[config.mk]
export PLATFORM = sky130hd
export DESIGN_NAME = utf8_stream_decoder_flat
export DESIGN_NICKNAME = d
export VERILOG_FILES = /design/src/design/utf8d_pkg.sv /design/src/design/utf8d_ifs.sv /design/src/design/utf8d_decode.sv /design/src/design/utf8d_emit.sv /design/src/design/utf8_stream_decoder.sv /design/src/flat_wrapper.sv
export SDC_FILE = /design/constraint.sdc
export NUM_CORES = 1
export LEC_CHECK = 0
export BUFFER_PORTS_ARGS = -buffer_cell sky130_fd_sc_hd__buf_2
export CAP_MARGIN = 20
export CORE_MARGIN = 3
export CORE_UTILIZATION = 60
export CTS_CLUSTER_DIAMETER = 150
export DETAILED_ROUTE_END_ITERATION = 6
export PLACE_DENSITY = 0.95
export SYNTH_ARGS = -nofsm -noshare
export SYNTH_HDL_FRONTEND = slang
export SYNTH_HIERARCHICAL = 1
export SYNTH_SLANG_ARGS = --single-unit
[constraint.sdc]
create_clock -name clk -period 5.84 [get_ports clk]
set_clock_uncertainty 0.2 [all_clocks]
set_input_delay 0.876 -clock clk [delete_from_list [all_inputs] [get_ports clk]]
set_output_delay 0.876 -clock clk [all_outputs]
set_load 0.01 [all_outputs]
[src/design/utf8d_pkg.sv]
// ----------------------------------------------------------------------------
// utf8d_pkg
// Shared types and constants for the UTF-8 stream decoder.
// ----------------------------------------------------------------------------
package utf8d_pkg;

    localparam int unsigned BYTE_W = 8;
    localparam int unsigned CP_W   = 21;

    localparam logic [CP_W-1:0]   REPLACEMENT_CP = 21'h00FFFD;

    localparam logic [BYTE_W-1:0] CONT_MASK  = 8'hC0;
    localparam logic [BYTE_W-1:0] CONT_TAG   = 8'h80;
    localparam logic [BYTE_W-1:0] LEAD2_MASK = 8'hE0;
    localparam logic [BYTE_W-1:0] LEAD2_TAG  = 8'hC0;
    localparam logic [BYTE_W-1:0] LEAD3_MASK = 8'hF0;
    localparam logic [BYTE_W-1:0] LEAD3_TAG  = 8'hE0;
    localparam logic [BYTE_W-1:0] LEAD4_MASK = 8'hF8;
    localparam logic [BYTE_W-1:0] LEAD4_TAG  = 8'hF0;
    localparam logic [BYTE_W-1:0] LEAD2_BITS = 8'h1F;
    localparam logic [BYTE_W-1:0] LEAD3_BITS = 8'h0F;
    localparam logic [BYTE_W-1:0] LEAD4_BITS = 8'h07;
    localparam logic [BYTE_W-1:0] CONT_BITS  = 8'h3F;

    // Results caused by one byte: a run of replacement characters,
    // optionally followed by one final code point.
    typedef struct packed {
        logic [1:0]      repl_cnt;
        logic            has_final;
        logic [CP_W-1:0] final_cp;
        logic            final_eos;
    } burst_t;

endpackage

[src/design/utf8d_ifs.sv]
// ----------------------------------------------------------------------------
// utf8d interfaces
// Valid/ready channels for the byte input and the code point output.
// ----------------------------------------------------------------------------
interface utf8d_byte_if;
    logic       valid;
    logic       ready;
    logic [7:0] text_byte;

    modport source (output valid, output text_byte, input ready);
    modport sink   (input valid, input text_byte, output ready);
endinterface

interface utf8d_cp_if;
    logic        valid;
    logic        ready;
    logic [20:0] code_point;
    logic        end_of_string;
    logic        last;

    modport source (output valid, output code_point, output end_of_string,
                    output last, input ready);
    modport sink   (input valid, input code_point, input end_of_string,
                    input last, output ready);
endinterface

[src/design/utf8d_decode.sv]
// ----------------------------------------------------------------------------
// utf8d_decode
// Sequence state and per-byte decode into a burst of results.
// ----------------------------------------------------------------------------
module utf8d_decode
    import utf8d_pkg::*;
(
    input  logic              clk,
    input  logic              rst_n,
    input  logic              take,
    input  logic [BYTE_W-1:0] text_byte,
    output burst_t            burst
);

    logic [1:0]      expected_reg, expected_next;
    logic [1:0]      taken_reg, taken_next;
    logic [CP_W-1:0] partial_reg, partial_next;

    logic            is_cont;
    logic [CP_W-1:0] shifted;

    assign is_cont = (text_byte & CONT_MASK) == CONT_TAG;
    assign shifted = {partial_reg[CP_W-7:0], text_byte[5:0]};

    always_comb
    begin
        expected_next   = expected_reg;
        taken_next      = taken_reg;
        partial_next    = partial_reg;
        burst.repl_cnt  = 2'd0;
        burst.has_final = 1'b0;
        burst.final_cp  = REPLACEMENT_CP;
        burst.final_eos = 1'b0;

        if (expected_reg != 2'd0 && is_cont)
        begin
            expected_next = expected_reg - 2'd1;
            taken_next    = taken_reg + 2'd1;
            partial_next  = shifted;
            if (expected_reg == 2'd1)
            begin
                burst.has_final = 1'b1;
                burst.final_cp  = shifted;
                taken_next      = 2'd0;
                partial_next    = '0;
            end
        end
        else
        begin
            if (expected_reg != 2'd0)
            begin
                // broken sequence: one for the lead, one per continuation
                burst.repl_cnt = (taken_reg > 2'd2) ? 2'd3 : taken_reg + 2'd1;
                expected_next  = 2'd0;
                taken_next     = 2'd0;
                partial_next   = '0;
            end

            if (text_byte == '0)
            begin
                burst.has_final = 1'b1;
                burst.final_cp  = '0;
                burst.final_eos = 1'b1;
            end
            else if (!text_byte[7])
            begin
                burst.has_final = 1'b1;
                burst.final_cp  = {{(CP_W-BYTE_W){1'b0}}, text_byte};
            end
            else if ((text_byte & LEAD2_MASK) == LEAD2_TAG)
            begin
                partial_next  = {{(CP_W-BYTE_W){1'b0}}, text_byte & LEAD2_BITS};
                expected_next = 2'd1;
            end
            else if ((text_byte & LEAD3_MASK) == LEAD3_TAG)
            begin
                partial_next  = {{(CP_W-BYTE_W){1'b0}}, text_byte & LEAD3_BITS};
                expected_next = 2'd2;
            end
            else if ((text_byte & LEAD4_MASK) == LEAD4_TAG)
            begin
                partial_next  = {{(CP_W-BYTE_W){1'b0}}, text_byte & LEAD4_BITS};
                expected_next = 2'd3;
            end
            else
            begin
                // stray continuation or F8..FF
                burst.has_final = 1'b1;
                burst.final_cp  = REPLACEMENT_CP;
            end
        end
    end

    always_ff @(posedge clk or negedge rst_n)
    begin
        if (!rst_n)
        begin
            expected_reg <= 2'd0;
            taken_reg    <= 2'd0;
            partial_reg  <= '0;
        end
        else if (take)
        begin
            expected_reg <= expected_next;
            taken_reg    <= taken_next;
            partial_reg  <= partial_next;
        end
    end

`ifndef SYNTHESIS
    a_idle_no_taken: assert property (@(posedge clk) disable iff (!rst_n)
        expected_reg == 2'd0 |-> taken_reg == 2'd0)
        else $error("continuations counted with no open sequence");

    a_seq_length: assert property (@(posedge clk) disable iff (!rst_n)
        expected_reg != 2'd0 |-> ({1'b0, expected_reg} + {1'b0, taken_reg}) <= 3'd3)
        else $error("open sequence longer than four bytes");

    a_break_clears: assert property (@(posedge clk) disable iff (!rst_n)
        take && expected_reg != 2'd0 && !is_cont |=> taken_reg == 2'd0)
        else $error("broken sequence left continuation count");
`endif

endmodule

[src/design/utf8d_emit.sv]
// ----------------------------------------------------------------------------
// utf8d_emit
// Result register: plays out one burst, one result per cycle while the receiver is ready.
// ----------------------------------------------------------------------------
module utf8d_emit
    import utf8d_pkg::*;
(
    input  logic        clk,
    input  logic        rst_n,
    input  logic        load,
    input  burst_t      burst_in,
    output logic        free,
    utf8d_cp_if.source  result
);

    logic [1:0]      repl_reg, repl_next;
    logic            final_reg, final_next;
    logic [CP_W-1:0] cp_reg, cp_next;
    logic            eos_reg, eos_next;

    logic empty;
    logic out_last;
    logic fire;

    assign empty    = (repl_reg == 2'd0) && !final_reg;
    assign out_last = (repl_reg == 2'd0) || (repl_reg == 2'd1 && !final_reg);
    assign fire     = result.valid && result.ready;
    assign free     = empty || (fire && out_last);

    assign result.valid         = !empty;
    assign result.code_point    = (repl_reg != 2'd0) ? REPLACEMENT_CP : cp_reg;
    assign result.end_of_string = (repl_reg == 2'd0) && eos_reg;
    assign result.last          = out_last;

    always_comb
    begin
        repl_next  = repl_reg;
        final_next = final_reg;
        cp_next    = cp_reg;
        eos_next   = eos_reg;
        if (load)
        begin
            repl_next  = burst_in.repl_cnt;
            final_next = burst_in.has_final;
            cp_next    = burst_in.final_cp;
            eos_next   = burst_in.final_eos;
        end
        else if (fire)
        begin
            if (repl_reg != 2'd0)
                repl_next = repl_reg - 2'd1;
            else
                final_next = 1'b0;
        end
    end

    always_ff @(posedge clk or negedge rst_n)
    begin
        if (!rst_n)
        begin
            repl_reg  <= 2'd0;
            final_reg <= 1'b0;
        end
        else
        begin
            repl_reg  <= repl_next;
            final_reg <= final_next;
        end
    end

    always_ff @(posedge clk)
    begin
        cp_reg  <= cp_next;
        eos_reg <= eos_next;
    end

`ifndef SYNTHESIS
    a_burst_continues: assert property (@(posedge clk) disable iff (!rst_n)
        fire && !out_last |=> result.valid)
        else $error("burst dropped before its last result");

    a_burst_ends: assert property (@(posedge clk) disable iff (!rst_n)
        fire && out_last && !load |=> !result.valid)
        else $error("result shown after burst ended");

    a_repl_first: assert property (@(posedge clk) disable iff (!rst_n)
        load && burst_in.repl_cnt != 2'd0 |=>
            result.code_point == REPLACEMENT_CP && !result.end_of_string)
        else $error("replacement run not shown first");
`endif

endmodule

[src/design/utf8_stream_decoder.sv]
// ----------------------------------------------------------------------------
// utf8_stream_decoder
// Byte-serial UTF-8 decoder with valid/ready channels.
// ----------------------------------------------------------------------------
//  channel   dir   payload                              per transaction
//  text      in    text_byte[7:0]                       one raw byte
//  result    out   code_point[20:0], end_of_string,     one code point
//                  last
//
//  One byte is taken per cycle while the result register is free; a byte
//  causing several results holds the input until they are all accepted, so
//  a broken sequence causes up to four results. A new byte is taken in the
//  cycle its predecessor's last result is accepted.
//  Reset clears the sequence state and empties the result register.
//  A stalled output holds its result and blocks new bytes until the last
//  result of the pending burst is accepted.
// ----------------------------------------------------------------------------
module utf8_stream_decoder
    import utf8d_pkg::*;
(
    input  logic        clk,
    input  logic        rst_n,
    utf8d_byte_if.sink  text,
    utf8d_cp_if.source  result
);

    burst_t burst;
    logic   free;
    logic   take;

    assign text.ready = free;
    assign take       = text.valid && free;

    utf8d_decode u_decode (
        .clk       (clk),
        .rst_n     (rst_n),
        .take      (take),
        .text_byte (text.text_byte),
        .burst     (burst)
    );

    utf8d_emit u_emit (
        .clk      (clk),
        .rst_n    (rst_n),
        .load     (take),
        .burst_in (burst),
        .free     (free),
        .result   (result)
    );

endmodule

[src/flat_wrapper.sv]
// flat-port wrapper written by rule: the top's interface ports become plain ports
module utf8_stream_decoder_flat import utf8d_pkg::*;
  (clk, rst_n, text_valid, text_text_byte, text_ready, result_valid, result_code_point, result_end_of_string, result_last, result_ready);
  utf8d_byte_if text_i ();
  utf8d_cp_if result_i ();
  input  logic clk;
  input  logic rst_n;
  input wire logic [$bits(text_i.valid)-1:0] text_valid;
  input wire logic [$bits(text_i.text_byte)-1:0] text_text_byte;
  output wire logic [$bits(text_i.ready)-1:0] text_ready;
  output wire logic [$bits(result_i.valid)-1:0] result_valid;
  output wire logic [$bits(result_i.code_point)-1:0] result_code_point;
  output wire logic [$bits(result_i.end_of_string)-1:0] result_end_of_string;
  output wire logic [$bits(result_i.last)-1:0] result_last;
  input wire logic [$bits(result_i.ready)-1:0] result_ready;
  assign text_i.valid = text_valid;
  assign text_i.text_byte = text_text_byte;
  assign text_ready = text_i.ready;
  assign result_valid = result_i.valid;
  assign result_code_point = result_i.code_point;
  assign result_end_of_string = result_i.end_of_string;
  assign result_last = result_i.last;
  assign result_i.ready = result_ready;
  utf8_stream_decoder u_core (.clk(clk), .rst_n(rst_n), .text(text_i), .result(result_i));
endmodule
=== Word level (Yosys, flattened, before mapping) ===
Cells that the tools add are included.

* Flip-flop bits (word level): 50
* Logic and storage cells: 75

* Order comparisons: 1
* Eq/ne operators: 7
* Reduce and logical (&&, ||, !) cells: 21
* $add $sub $neg: 3
* Mux-type cells: 36

{| class="wikitable"
|+ Operators with widths
! kind !! number
|-
| $mux W21 || 9
|-
| $mux W22 || 7
|-
| $mux W2 || 16
|-
| $reduce_bool A2 Y1 || 5
|-
| $logic_not A8 Y1 || 1
|-
| $logic_and A1 B1 Y1 || 7
|-
| $reduce_and A2 Y1 || 3
|-
| $eq A5 B5 Y1 const B || 1
|-
| $eq A2 B1 Y1 const B || 2
|-
| $eq A4 B4 Y1 const B || 1
|-
| $mux W1 || 4
|-
| $sub A2 B1 Y2 const B || 2
|-
| $eq A3 B3 Y1 const B || 1
|-
| $add A2 B1 Y2 const B || 1
|-
| $eq A2 B2 Y1 const B || 1
|-
| $gt A2 B2 Y1 const B || 1
|-
| $logic_not A1 Y1 || 2
|-
| $logic_not A2 Y1 || 1
|-
| $logic_or A1 B1 Y1 || 2
|-
| $ne A2 B1 Y1 const B || 1
|}

=== Longest topological paths before layout ===
Gate-level depths: netlist (run 1).

* Depth after elaboration: 9
* Depth in mapped cells: 11

=== Cells and area by module ===
The synthesis (run 1) kept the hierarchy.

{| class="wikitable"
|+ Modules (own cells, without submodules)
! module !! seq. area each (um^2) !! instances !! area an instance (um^2) !! cells an instance
|-
| utf8d_decode || 475.5 || 1 || 1167.4 || 124
|-
| utf8d_emit || 735.7 || 1 || 1032.2 || 69
|-
| utf8_stream_decoder || 0.0 || 1 || 6.3 || 1
|}

=== Worst setup path before layout (run 1) ===
No wires, ideal clock.

* Path kind: register to register
* From: register u_core.u_emit.repl_reg[0]
* To: register u_core.u_decode.taken_reg[0]
* Setup slack: 2.769 ns
* Path buffers: 3
* Cell stages (with the launch flop): 11
* Clock period less this slack: 3.071 ns
* Library setup time: 0.125 ns
* Data arrival time: 2.746 ns
* Cell sequence: dfrtp_1 > inv_1 > ha_1 > clkbuf_2 > a21oi_1 > o21ai_1 > and2_1 > nand2b_1 > buf_2 > buf_2 > mux2_2

* Word-level cells in the longest chain between the ends: 8

{| class="wikitable"
|+ Ends and longest elaborated chain
! element !! RTL line !! source
|-
| start: declaration || utf8d_emit.sv:16 || <nowiki>logic [1:0] repl_reg, repl_next;</nowiki>
|-
| start signal: assignment || utf8d_emit.sv:66 || <nowiki>repl_reg <= repl_next;</nowiki>
|-
| $logic_not A2 Y1 || utf8d_emit.sv:25, utf8d_emit.sv:26 ||
|-
| $logic_and A1 B1 Y1 || utf8d_emit.sv:25 || <nowiki>assign empty = (repl_reg == 2'd0) && !final_reg;</nowiki>
|-
| $logic_not A1 Y1 || utf8d_emit.sv:30 || <nowiki>assign result.valid = !empty;</nowiki>
|-
| $logic_and A1 B1 Y1 || utf8d_emit.sv:27 || <nowiki>assign fire = result.valid && result.ready;</nowiki>
|-
| $logic_and A1 B1 Y1 || utf8d_emit.sv:28 || <nowiki>assign free = empty || (fire && out_last);</nowiki>
|-
| $logic_or A1 B1 Y1 (*) || utf8d_emit.sv:28 ||
|-
| named net text_ready || flat_wrapper.sv:10 || <nowiki>output wire logic [$bits(text_i.ready)-1:0] text_ready;</nowiki>
|-
| $logic_and A1 B1 Y1 (*) || utf8_stream_decoder.sv:32 || <nowiki>assign take = text.valid && free;</nowiki>
|-
| named net u_core.take || utf8_stream_decoder.sv:29 || <nowiki>logic take;</nowiki>
|-
| $reduce_and A2 Y1 (no source line) (*) || - ||
|-
| end signal: assignment || utf8d_decode.sv:105 || <nowiki>taken_reg <= taken_next;</nowiki>
|-
| end: declaration || utf8d_decode.sv:16 || <nowiki>logic [1:0] taken_reg, taken_next;</nowiki>
|}

The timed path passes the listed nets; every way through them passes the cells marked *.
A chain may end at the register's enable or synchronous reset.

=== Final worst setup path (run 1) ===
* From: register u_core.u_emit.repl_reg[0]
* To: register u_core.u_decode.taken_reg[0]

* Word-level cells in the longest chain between the ends: 8

{| class="wikitable"
|+ Ends and longest elaborated chain
! element !! RTL line
|-
| $logic_not A2 Y1 || utf8d_emit.sv:25, utf8d_emit.sv:26
|-
| $logic_and A1 B1 Y1 || utf8d_emit.sv:25
|-
| $logic_not A1 Y1 || utf8d_emit.sv:30
|-
| $logic_and A1 B1 Y1 || utf8d_emit.sv:27
|-
| $logic_and A1 B1 Y1 || utf8d_emit.sv:28
|-
| $logic_or A1 B1 Y1 (*) || utf8d_emit.sv:28
|-
| $logic_and A1 B1 Y1 (*) || utf8_stream_decoder.sv:32
|-
| named net u_core.take || utf8_stream_decoder.sv:29
|-
| $reduce_and A2 Y1 (no source line) (*) || -
|}

Marks and branches as above.

==> results.md, run 1 <==
Global route:
- The total routing resource utilization after global routing is 20.7%.
- The total congestion overflow is 0.
- The number of global-route vias before repair came to 1401.
- The first global-routing pass estimated just under 7000 um of wire.
- The initial antenna violation count was 0.
- Entering global routing, the biggest net connects 28 pins.

Clock network:
- The worst-skew pair later-pin latency is between 0.2 and 0.3 ns.
- The hold-fix buffer count after cts is 0.
- Buffers inserted during clock tree synthesis total 5.
- The number of instances resized during post-cts repair is 0.
- The longest clock path from root to sink contains 2 buffers.
- The clock-pin slew of the registers on the worst-case setup and hold paths is around 0.08 ns.
- The setup fix buffers added after clock tree synthesis is 0.
- The H-tree was split into 2 levels.
- The clock sink count is 44.
- The TritonCTS clock tree is built.
- The clock tree root buffer cell is sky130_fd_sc_hd__clkbuf_8.

Critical path:
- The cell with the biggest individual delay on the critical path is sky130_fd_sc_hd__and2_1.
- The maximum net fanout on the critical path is 27.
- The cell family contributing the most delay on the critical path is simple AND/OR/NAND/NOR gates.
- For the worst setup path, the data required time is 5.87 ns.
- The longest individual stage delay on the worst path is between 0.6 and 0.7 ns.
- STA puts the critical path data arrival time at 3.84 ns.
- The kind of capture point of the worst setup path is a flip-flop.
- The sort of element at the start of the critical path is a flip-flop.
- The number of buffer and inverter stages on the critical path is 2.
- The critical path class is flip-flop to flip-flop.
- The signal on the critical path passes through inv_1, ha_1, a21oi_1, o21ai_1, and2_1, buf_4, nand4bb_1, nor2_1, mux2_2.

Synthesis:
- The summed instance area of the synthesized netlist is 0.00221 sq mm.
- After synthesis, the cell types taking the most area are sky130_fd_sc_hd__edfxtp_1 (30%), sky130_fd_sc_hd__dfrtp_1 (25%), sky130_fd_sc_hd__nand2b_1 (5.4%).
- Each instance of the synthesized netlist takes up on average 11.4 sq um.
- The share of the Yosys chip area taken by registers is a little over half.
- The cell type with the highest aggregate area in the netlist is sky130_fd_sc_hd__edfxtp_1.
- In this run the biggest area consumer among cell types represents 29.9% of the synthesized area.
- After synthesis, the netlist uses 40 different library cells.
- The gate count after technology mapping is 194.
- Yosys printed 6 warnings.
- When the netlist entered floorplanning its net count stood at 213.
- Of all flip-flops after synthesis, the portion carrying an async set or reset was 50.0%.
- The number of flops mapped to enable cells by yosys is 22.
- The register bit count reported by yosys is 44.
- For this run, the leading register cell type out of synthesis is sky130_fd_sc_hd__edfxtp_1.

Layout:
- In the layout the commonest cells are sky130_fd_sc_hd__buf_2 (36), sky130_fd_sc_hd__dfrtp_1 (22), sky130_fd_sc_hd__edfxtp_1 (22).
- Cells fill 71.9% of the core in the end.
- The library cell used most frequently in the layout, excluding fill and tap cells, is sky130_fd_sc_hd__buf_2.
- Once layout is complete, the cells apart from fillers number approximately 270.
- Compared with the post-synthesis result, the final layout area differs by 12.2%.
- The flip-flop count of the largest register after layout is 21.
- The filler cell count is 254.
- The post-route netlist has 20.3% of its cells at a drive strength greater than 1.
- The number of antenna repair diodes is 0.
- In the final design database the tool counted 245 nets.

Power and ir drop:
- The sequential cell fraction of total power is 42.7%.
- Power spread over the standard cell area amounts to ~450 mW/mm^2.
- The internal power of the cells is about 700 uW.
- Summed over all nets, the switching power comes to 408 uW.
- The clock network fraction of design power is 16.3%.
- For this design the static power due to leakage is 0.00103 uW.
- The part of the total power dissipated in combinational logic is 41.0%.
- The maximum vdd drop is 300 uV.
- Net switching is between 30% and 40% of the power.

Run:
- The tool flagged a number of max-cap violations equal to 0.

Die:
- The core region is 0.00344 sq mm.
- The die width is 66.6 um.
- The placement row count is 21.
- Once the floorplan was initialized, standard cells occupied 64.1% of the core.
- The number of ports placed on the die boundary is 37.
- The overall die height is 66.6 um.
- The floorplan step defined a die boundary enclosing 0.00444 sq mm.

Timing:
- The worst slew margin relative to its limit is 45.1%.
- Derived from the worst setup path, the maximum achievable clock frequency is 0.263 GHz.
- The time the final worst path needs with I/O delays and setup is between 3 and 4 ns.
- The final max-slew violation count is 0.
- The transition time at the pin with the least slew margin is 0.823 ns.
- Setup repair after global routing left no endpoint under its margin.
- In the final timing run, aggregate negative setup slack is 0 ns.
- The count of final hold-check violations is 0.
- Setup violations remaining at the end of the flow were counted as 0.
- The worst path uses around two thirds of the clock period.

Placed design:
- The congestion estimate from routability-driven global placement came to 0.801.
- The number of buffers inserted by port buffering is 36.
- The cell count after placement is 265.
- The half-perimeter wire length after placement is a little under 3000 um.

Route:
- The routed wire length is 4100 um.
- Before antenna repair, the detailed router went through 4 iterations.
- The detailed-route via count is 1604.
- Once detail routing completed, the nets flagged for antenna violations numbered 0.
- The post-detailed-route DRC marker count is 0.
- The number of vias per cell after detailed routing is 5.88.
- The detailed router finished its first iteration with 99 violations.
- The average wire per cell in the routed design is 15.0 um.

Outcome:
- The run finished with clean final reports.

Worst hold path:
- In this run the worst hold path is classified as flip-flop to flip-flop.
[per-stage QoR]
| step | hold slack [ns] | instance area, sq um | setup slack (ns) | total power, uW |
|---|---|---|---|---|
| global placement | 0.292 | 2390 | 2.22 | 908 |
| CTS | 0.316 | 2470 | 2.03 | 1110 |
| finish | 0.309 | 2470 | 2.04 | 1100 |
| global route | 0.342 | 2470 | 1.60 | 1180 |
| floorplan | 0.273 | 2210 | 2.77 | 786 |
| detailed placement | 0.294 | 2390 | 2.06 | 928 |
[layout make-up]
cell class | count | area, sq um | share of cell area [%]
Multi-Input combinational cell | 126 | 890 | 35.9
Clock inverter | 2 | 11.3 | 0.455
Clock buffer | 6 | 72.6 | 2.93
Sequential cell | 44 | 1210 | 48.9
Inverter | 12 | 45.0 | 1.82
Timing Repair Buffer | 37 | 188 | 7.58
Tap cell | 46 | 57.6 | 2.33
[power groups by stage]
stage / logic (uW) / clock network [uW] / registers [uW]
floorplan: 328 / 0 / 459
global route: 509 / 194 / 479
CTS: 454 / 183 / 471
global placement: 436 / 0 / 472
detailed placement: 451 / 0 / 477
finish: 452 / 180 / 471
[logic make-up after synthesis]
| family | Yosys count | synth area share, % |
|---|---|---|
| compound gates | 43 | 15.5 |
| fa+ha+maj | 7 | 3.97 |
| buf+inv | 24 | 4.76 |
| flops | 44 | 54.9 |
| mux | 1 | 0.510 |
| simple gates | 75 | 20.4 |
[synthesized netlist by cell type, types with 2 or more instances]
master,instances
sky130_fd_sc_hd__dfrtp_1,22
sky130_fd_sc_hd__edfxtp_1,22
sky130_fd_sc_hd__nand2b_1,19
sky130_fd_sc_hd__and2_1,16
sky130_fd_sc_hd__nand2_1,12
sky130_fd_sc_hd__a32o_1,11
sky130_fd_sc_hd__inv_1,11
sky130_fd_sc_hd__o21a_1,9
sky130_fd_sc_hd__buf_2,8
sky130_fd_sc_hd__ha_1,7
sky130_fd_sc_hd__nor2b_1,6
sky130_fd_sc_hd__o22ai_1,5
sky130_fd_sc_hd__nor3_1,4
sky130_fd_sc_hd__a21oi_1,3
sky130_fd_sc_hd__nand4_1,3
sky130_fd_sc_hd__o21ai_1,3
sky130_fd_sc_hd__a221o_1,2
sky130_fd_sc_hd__clkbuf_1,2
sky130_fd_sc_hd__nand3_1,2
sky130_fd_sc_hd__nand3b_1,2
sky130_fd_sc_hd__nand4bb_1,2
sky130_fd_sc_hd__nor2_1,2
sky130_fd_sc_hd__nor4b_1,2
sky130_fd_sc_hd__or2b_1,2
sky130_fd_sc_hd__or4_1,2
[per-layer routing]
layer  vias to the layer above  track usage (%)  part of all wire (%)
li1                        764                -                     -
met1                       763             28.3                    42
met2                        69             32.3                    49
met3                         8             4.72                   6.4
met4                         0             7.36                   1.7
met5                         -                0                     0
[worst register-to-register path, cell delays in order, from the launching register on]
cell	delay (ns)
sky130_fd_sc_hd__dfrtp_1	0.42
sky130_fd_sc_hd__inv_1	0.10
sky130_fd_sc_hd__ha_1	0.66
sky130_fd_sc_hd__a21oi_1	0.10
sky130_fd_sc_hd__o21ai_1	0.17
sky130_fd_sc_hd__and2_1	0.69
sky130_fd_sc_hd__buf_4	0.36
sky130_fd_sc_hd__nand4bb_1	0.15
sky130_fd_sc_hd__nor2_1	0.61
sky130_fd_sc_hd__mux2_2	0.28
[worst paths after layout]
path / from / to / slack (ns) / cells after the start
worst max-delay path: u_core/u_emit/repl_reg[0] / u_core/u_decode/taken_reg[0] / 2.04 / 9
worst min-delay path: u_core/u_decode/taken_reg[1] / u_core/u_decode/taken_reg[1] / 0.31 / 1
worst max register to register: u_core/u_emit/repl_reg[0] / u_core/u_decode/taken_reg[0] / 2.04 / 9
worst min register to register: u_core/u_decode/taken_reg[1] / u_core/u_decode/taken_reg[1] / 0.31 / 1
max in group asynchronous: rst_n / u_core/u_decode/partial_reg[10] / 4.78 / 1
min in group asynchronous: rst_n / u_core/u_emit/repl_reg[1] / 0.33 / 1
(Power assumes the default switching activity.)
==> run 2, diff against run 1 <==
Settings changed: ABC_AREA set to 1, CORE_UTILIZATION 60 to 51, PLACE_DENSITY 0.95 to 0.88.
Clock period 5.84 ns to 3.1 ns, I/O delays scaled along.
==> run 2 against run 1 <==
Via count grew 21%. Sequential power grew 97%. Power grew 120%. Sequential share of layout area shrank 4.2 points. Non-clock buffer count grew 1. Setup slack lost 1.4 ns. Combinational power grew 130%. Die area grew 24%. Synthesized cell count grew 45%. First-iteration DRC count grew 56%. Sequential cell count is the same. Cell count grew 37%. Critical path type unchanged. Largest cell class unchanged. Highest routed layer unchanged.
==> results.md, run 2 <==
Critical path:
- Along the worst path, the maximum fanout reaches 14.
- For the worst setup path, the data arrival time is roughly 2.4 ns.
- The kind of capture point of the worst setup path is a flip-flop.
- The reg2reg setup slack is 0.68 ns.
- The sort of element at the start of the critical path is a flip-flop.
- Among all stages on the critical path, the largest delay is contributed by sky130_fd_sc_hd__dfrtp_1.
- The reg-to-reg startpoint is u_core/u_emit/repl_reg[0].
- Tracing the worst setup path back leads to its startpoint at u_core/u_emit/repl_reg[0].
- The critical path goes through inv_1, ha_1, nand2_1, nand2_1, nand2_1, inv_1, inv_1, a21oi_1, nand3_1, nand2_1, inv_1.
- The worst setup path is of the flip-flop to flip-flop kind.
- STA puts the critical path data required time at a little over 3 ns.
- For this run, the slowest stage of the critical path takes 0.42 ns.

Synthesis:
- The summed instance area of the synthesized netlist is 0.00237 sq mm.
- The gate count after technology mapping is 282.
- Yosys mapped a number of flops with a built-in enable equal to 22.
- Sorting the synthesized cells by how often they occur yields sky130_fd_sc_hd__nand2_1 (89), sky130_fd_sc_hd__inv_1 (38), sky130_fd_sc_hd__nor2_1 (28).
- The part of the Yosys area used for sequential elements is around half.
- The post-synthesis net count is 301.
- By area the synthesized netlist is led by sky130_fd_sc_hd__edfxtp_1 (28%), sky130_fd_sc_hd__dfrtp_1 (23%), sky130_fd_sc_hd__nand2_1 (14%).
- The synthesized design spends more area on one cell type than any other, namely sky130_fd_sc_hd__edfxtp_1.
- Synthesis inferred 44 register bits.
- A synthesized cell averages approximately 8.4 sq um.
- Among all flip-flop cells after synthesis, the most frequent one is sky130_fd_sc_hd__edfxtp_1.
- The library cell with the highest instance count after synthesis is sky130_fd_sc_hd__nand2_1.
- The proportion of netlist area held by the largest area contributor is between 20% and 30%.
- The proportion of synthesized flip-flops having asynchronous set or reset is approximately half.
- In this run, distinct cell masters in the synthesized netlist total 27.
- The count of warnings emitted by yosys is 6.

Worst hold path:
- The startpoint identified for the worst hold timing path is text_text_byte[5].
- The path class of the lowest-slack min-delay path is input port to flip-flop.

Route:
- The detailed-route via count is 1937.
- The routed wire length is around 4800 um.
- The post-detailed-route DRC marker count is 0.
- The detailed router finished its first iteration with 154 violations.
- Dividing the detail-routed via count by the number of cells gives around 5.2.
- The average wire per cell in the routed design is about 13 um.
- Once detail routing completed, the nets flagged for antenna violations numbered 0.
- The detailed-routing iteration count for the pre-antenna-repair pass is 4.

Power and ir drop:
- The total power is 2410 uW.
- The cell area power density is 891 mW/mm^2.
- The analysis attributes to cell leakage a power of 0.00136 uW.
- Across the VDD grid, the largest voltage drop is around 340 uV.

Global route:
- Global routing consumed, over all layers together, 19.1% of the routing resources.
- The met2 usage in global routing is 30.5%.
- The maximum number of pins on one net before global-route repair is 23.
- The met1 track utilization from global routing is 24.6%.
- The first global-routing pass estimated between 7000 and 8000 um of wire.
- The number of global-route vias before repair is around 1800.
- For this run the aggregate overflow at the end of global routing stands at 0.
- The busiest metal layer after global routing is met2.
- For met3 alone, demand over resource in global routing was 4.59%.
- The initial antenna violation count is 0.

Timing:
- Setup slack on the critical path of the routed design comes to 0.676 ns.
- Adding up every negative setup slack in the final design gives 0 ns.
- Setup violations remaining at the end of the flow were counted as 0.
- Measured against its own limit, the worst slew margin works out to between 60 and 70%.
- The transition time at the pin with the least slew margin is 0.528 ns.
- The final critical path takes up 78.2% of the cycle.
- Subtracting the final worst setup slack from the clock period gives 2.42 ns.
- Setup repair after global routing left no endpoint under its margin.
- For this run, the top clock speed supported by timing is 0.413 GHz.
- The count of final hold-check violations is 0.
- The final max-slew violation count is 0.

Layout:
- The flip-flop count of the largest register after layout is 21.
- The layout overhead on the synthesized area is 14.2%.
- The number of antenna repair diodes is 0.
- The filler cell count is 389.
- The share of post-route cells with drive strength above 1 is between 10% and 20%.
- The net count of the finished layout is about 340.
- The library cell used most frequently in the layout, excluding fill and tap cells, is sky130_fd_sc_hd__nand2_1.
- Excluding fillers, the count of instances in the completed layout stands at 373.
- In the layout the commonest cells are sky130_fd_sc_hd__nand2_1 (89), sky130_fd_sc_hd__inv_1 (38), sky130_fd_sc_hd__buf_2 (36).

Clock network:
- The CTS buffer count is 5.
- After clock tree synthesis, the repair step resized 0 gates.
- The tree is rooted in a sky130_fd_sc_hd__clkbuf_8.
- The worst-skew pair later-pin latency is approximately 0.30 ns.
- The hold-fix buffer count after cts is 1.
- After clock tree synthesis, the clock-pin slew on the worst setup and hold paths is 0.08 ns.
- For this design, the sink count on the clock tree is 44.
- TritonCTS built the clock tree.
- The setup fix buffers added after clock tree synthesis is 0.
- CTS built an H-tree with a depth of 2.
- The number of buffers on the longest clock path is 2.

Die:
- The area of the die is 0.00550 sq mm.
- Measured along the x axis, the die boundary spans 74.2 um.
- The core area is 0.00441 sq mm.
- The initial standard-cell utilization of the core is 53.7%.
- In this run the core area contains 24 standard-cell rows.
- The overall die height is 74.2 um.
- For this design the top-level I/O count stands at 37.

Placed design:
- Input and output buffers added on the ports amount to 36.
- The final estimated routing congestion in global placement is 0.886.
- The worst slack at placement is 0.710 ns.
- Once detailed placement completed, the half-perimeter wirelength came to 3590 um.
- Once placement completed, the tool counted placed cells totaling 364.

Run:
- Across the run, the number of max-cap violations was 0.

Outcome:
- The run finished with clean final reports.
run 2: per-layer routing:
metal,vias to the layer above,part of all wire [%]
li1,957,-
met1,884,43
met3,15,8.6
met2,81,45
met5,-,0
met4,0,3.1
run 2: per-stage QoR:
step / util (%) / hold slack [ns] / instance area [sq um]
5_1_grt: 61.3 / 0.282 / 2710
2_1_floorplan: - / -0.0306 / 2370
6_report: 61.3 / 0.253 / 2710
4_1_cts: 61.3 / 0.247 / 2710
3_5_place_dp: 58.3 / 0.259 / 2570
3_3_place_gp: 58.3 / 0.256 / 2570
run 2: kinds of logic after synthesis:
| logic type | after synthesis | share of synthesized area (%) |
|---|---|---|
| compound gates | 19 | 5.02 |
| flops | 44 | 51.1 |
| simple gates | 163 | 31.4 |
| buf+inv | 49 | 8.77 |
| fa+ha+maj | 7 | 3.70 |
run 2: final cells by class:
cell class / instances / area [sq um] / share of cell area (%)
sequential: 44 / 1210 / 44.8
clock buffer: 6 / 82.6 / 3.05
clock inverter: 2 / 38.8 / 1.43
multi-input combinational: 189 / 950 / 35.1
inverter: 42 / 160 / 5.92
tap: 52 / 65.1 / 2.41
timing repair buffer: 38 / 198 / 7.31
run 2: power breakdown:
group / total [uW] / switching [uW] / internal [uW]
Combinational: 1020 / 664 / 361
Clock: 458 / 195 / 263
Sequential: 929 / 103 / 826
Total: 2410 / 961 / 1450
run 2: critical path: cells and delay by family (launching register included):
family	cells	cell delay [ns]
buf+inv	4	0.72
simple gates	5	0.42
fa+ha+maj	1	0.35
compound gates	1	0.21
flops	1	0.42
run 2: worst paths after layout:
path	depth (start not counted)	endpoint
worst max-delay path	11	u_core/u_decode/partial_reg[4]
worst min-delay path	3	u_core/u_decode/partial_reg[5]
worst max register to register	11	u_core/u_decode/partial_reg[4]
worst min register to register	2	u_core/u_decode/partial_reg[14]
max in group asynchronous	2	u_core/u_emit/repl_reg[1]
min in group asynchronous	2	u_core/u_decode/expected_reg[1]
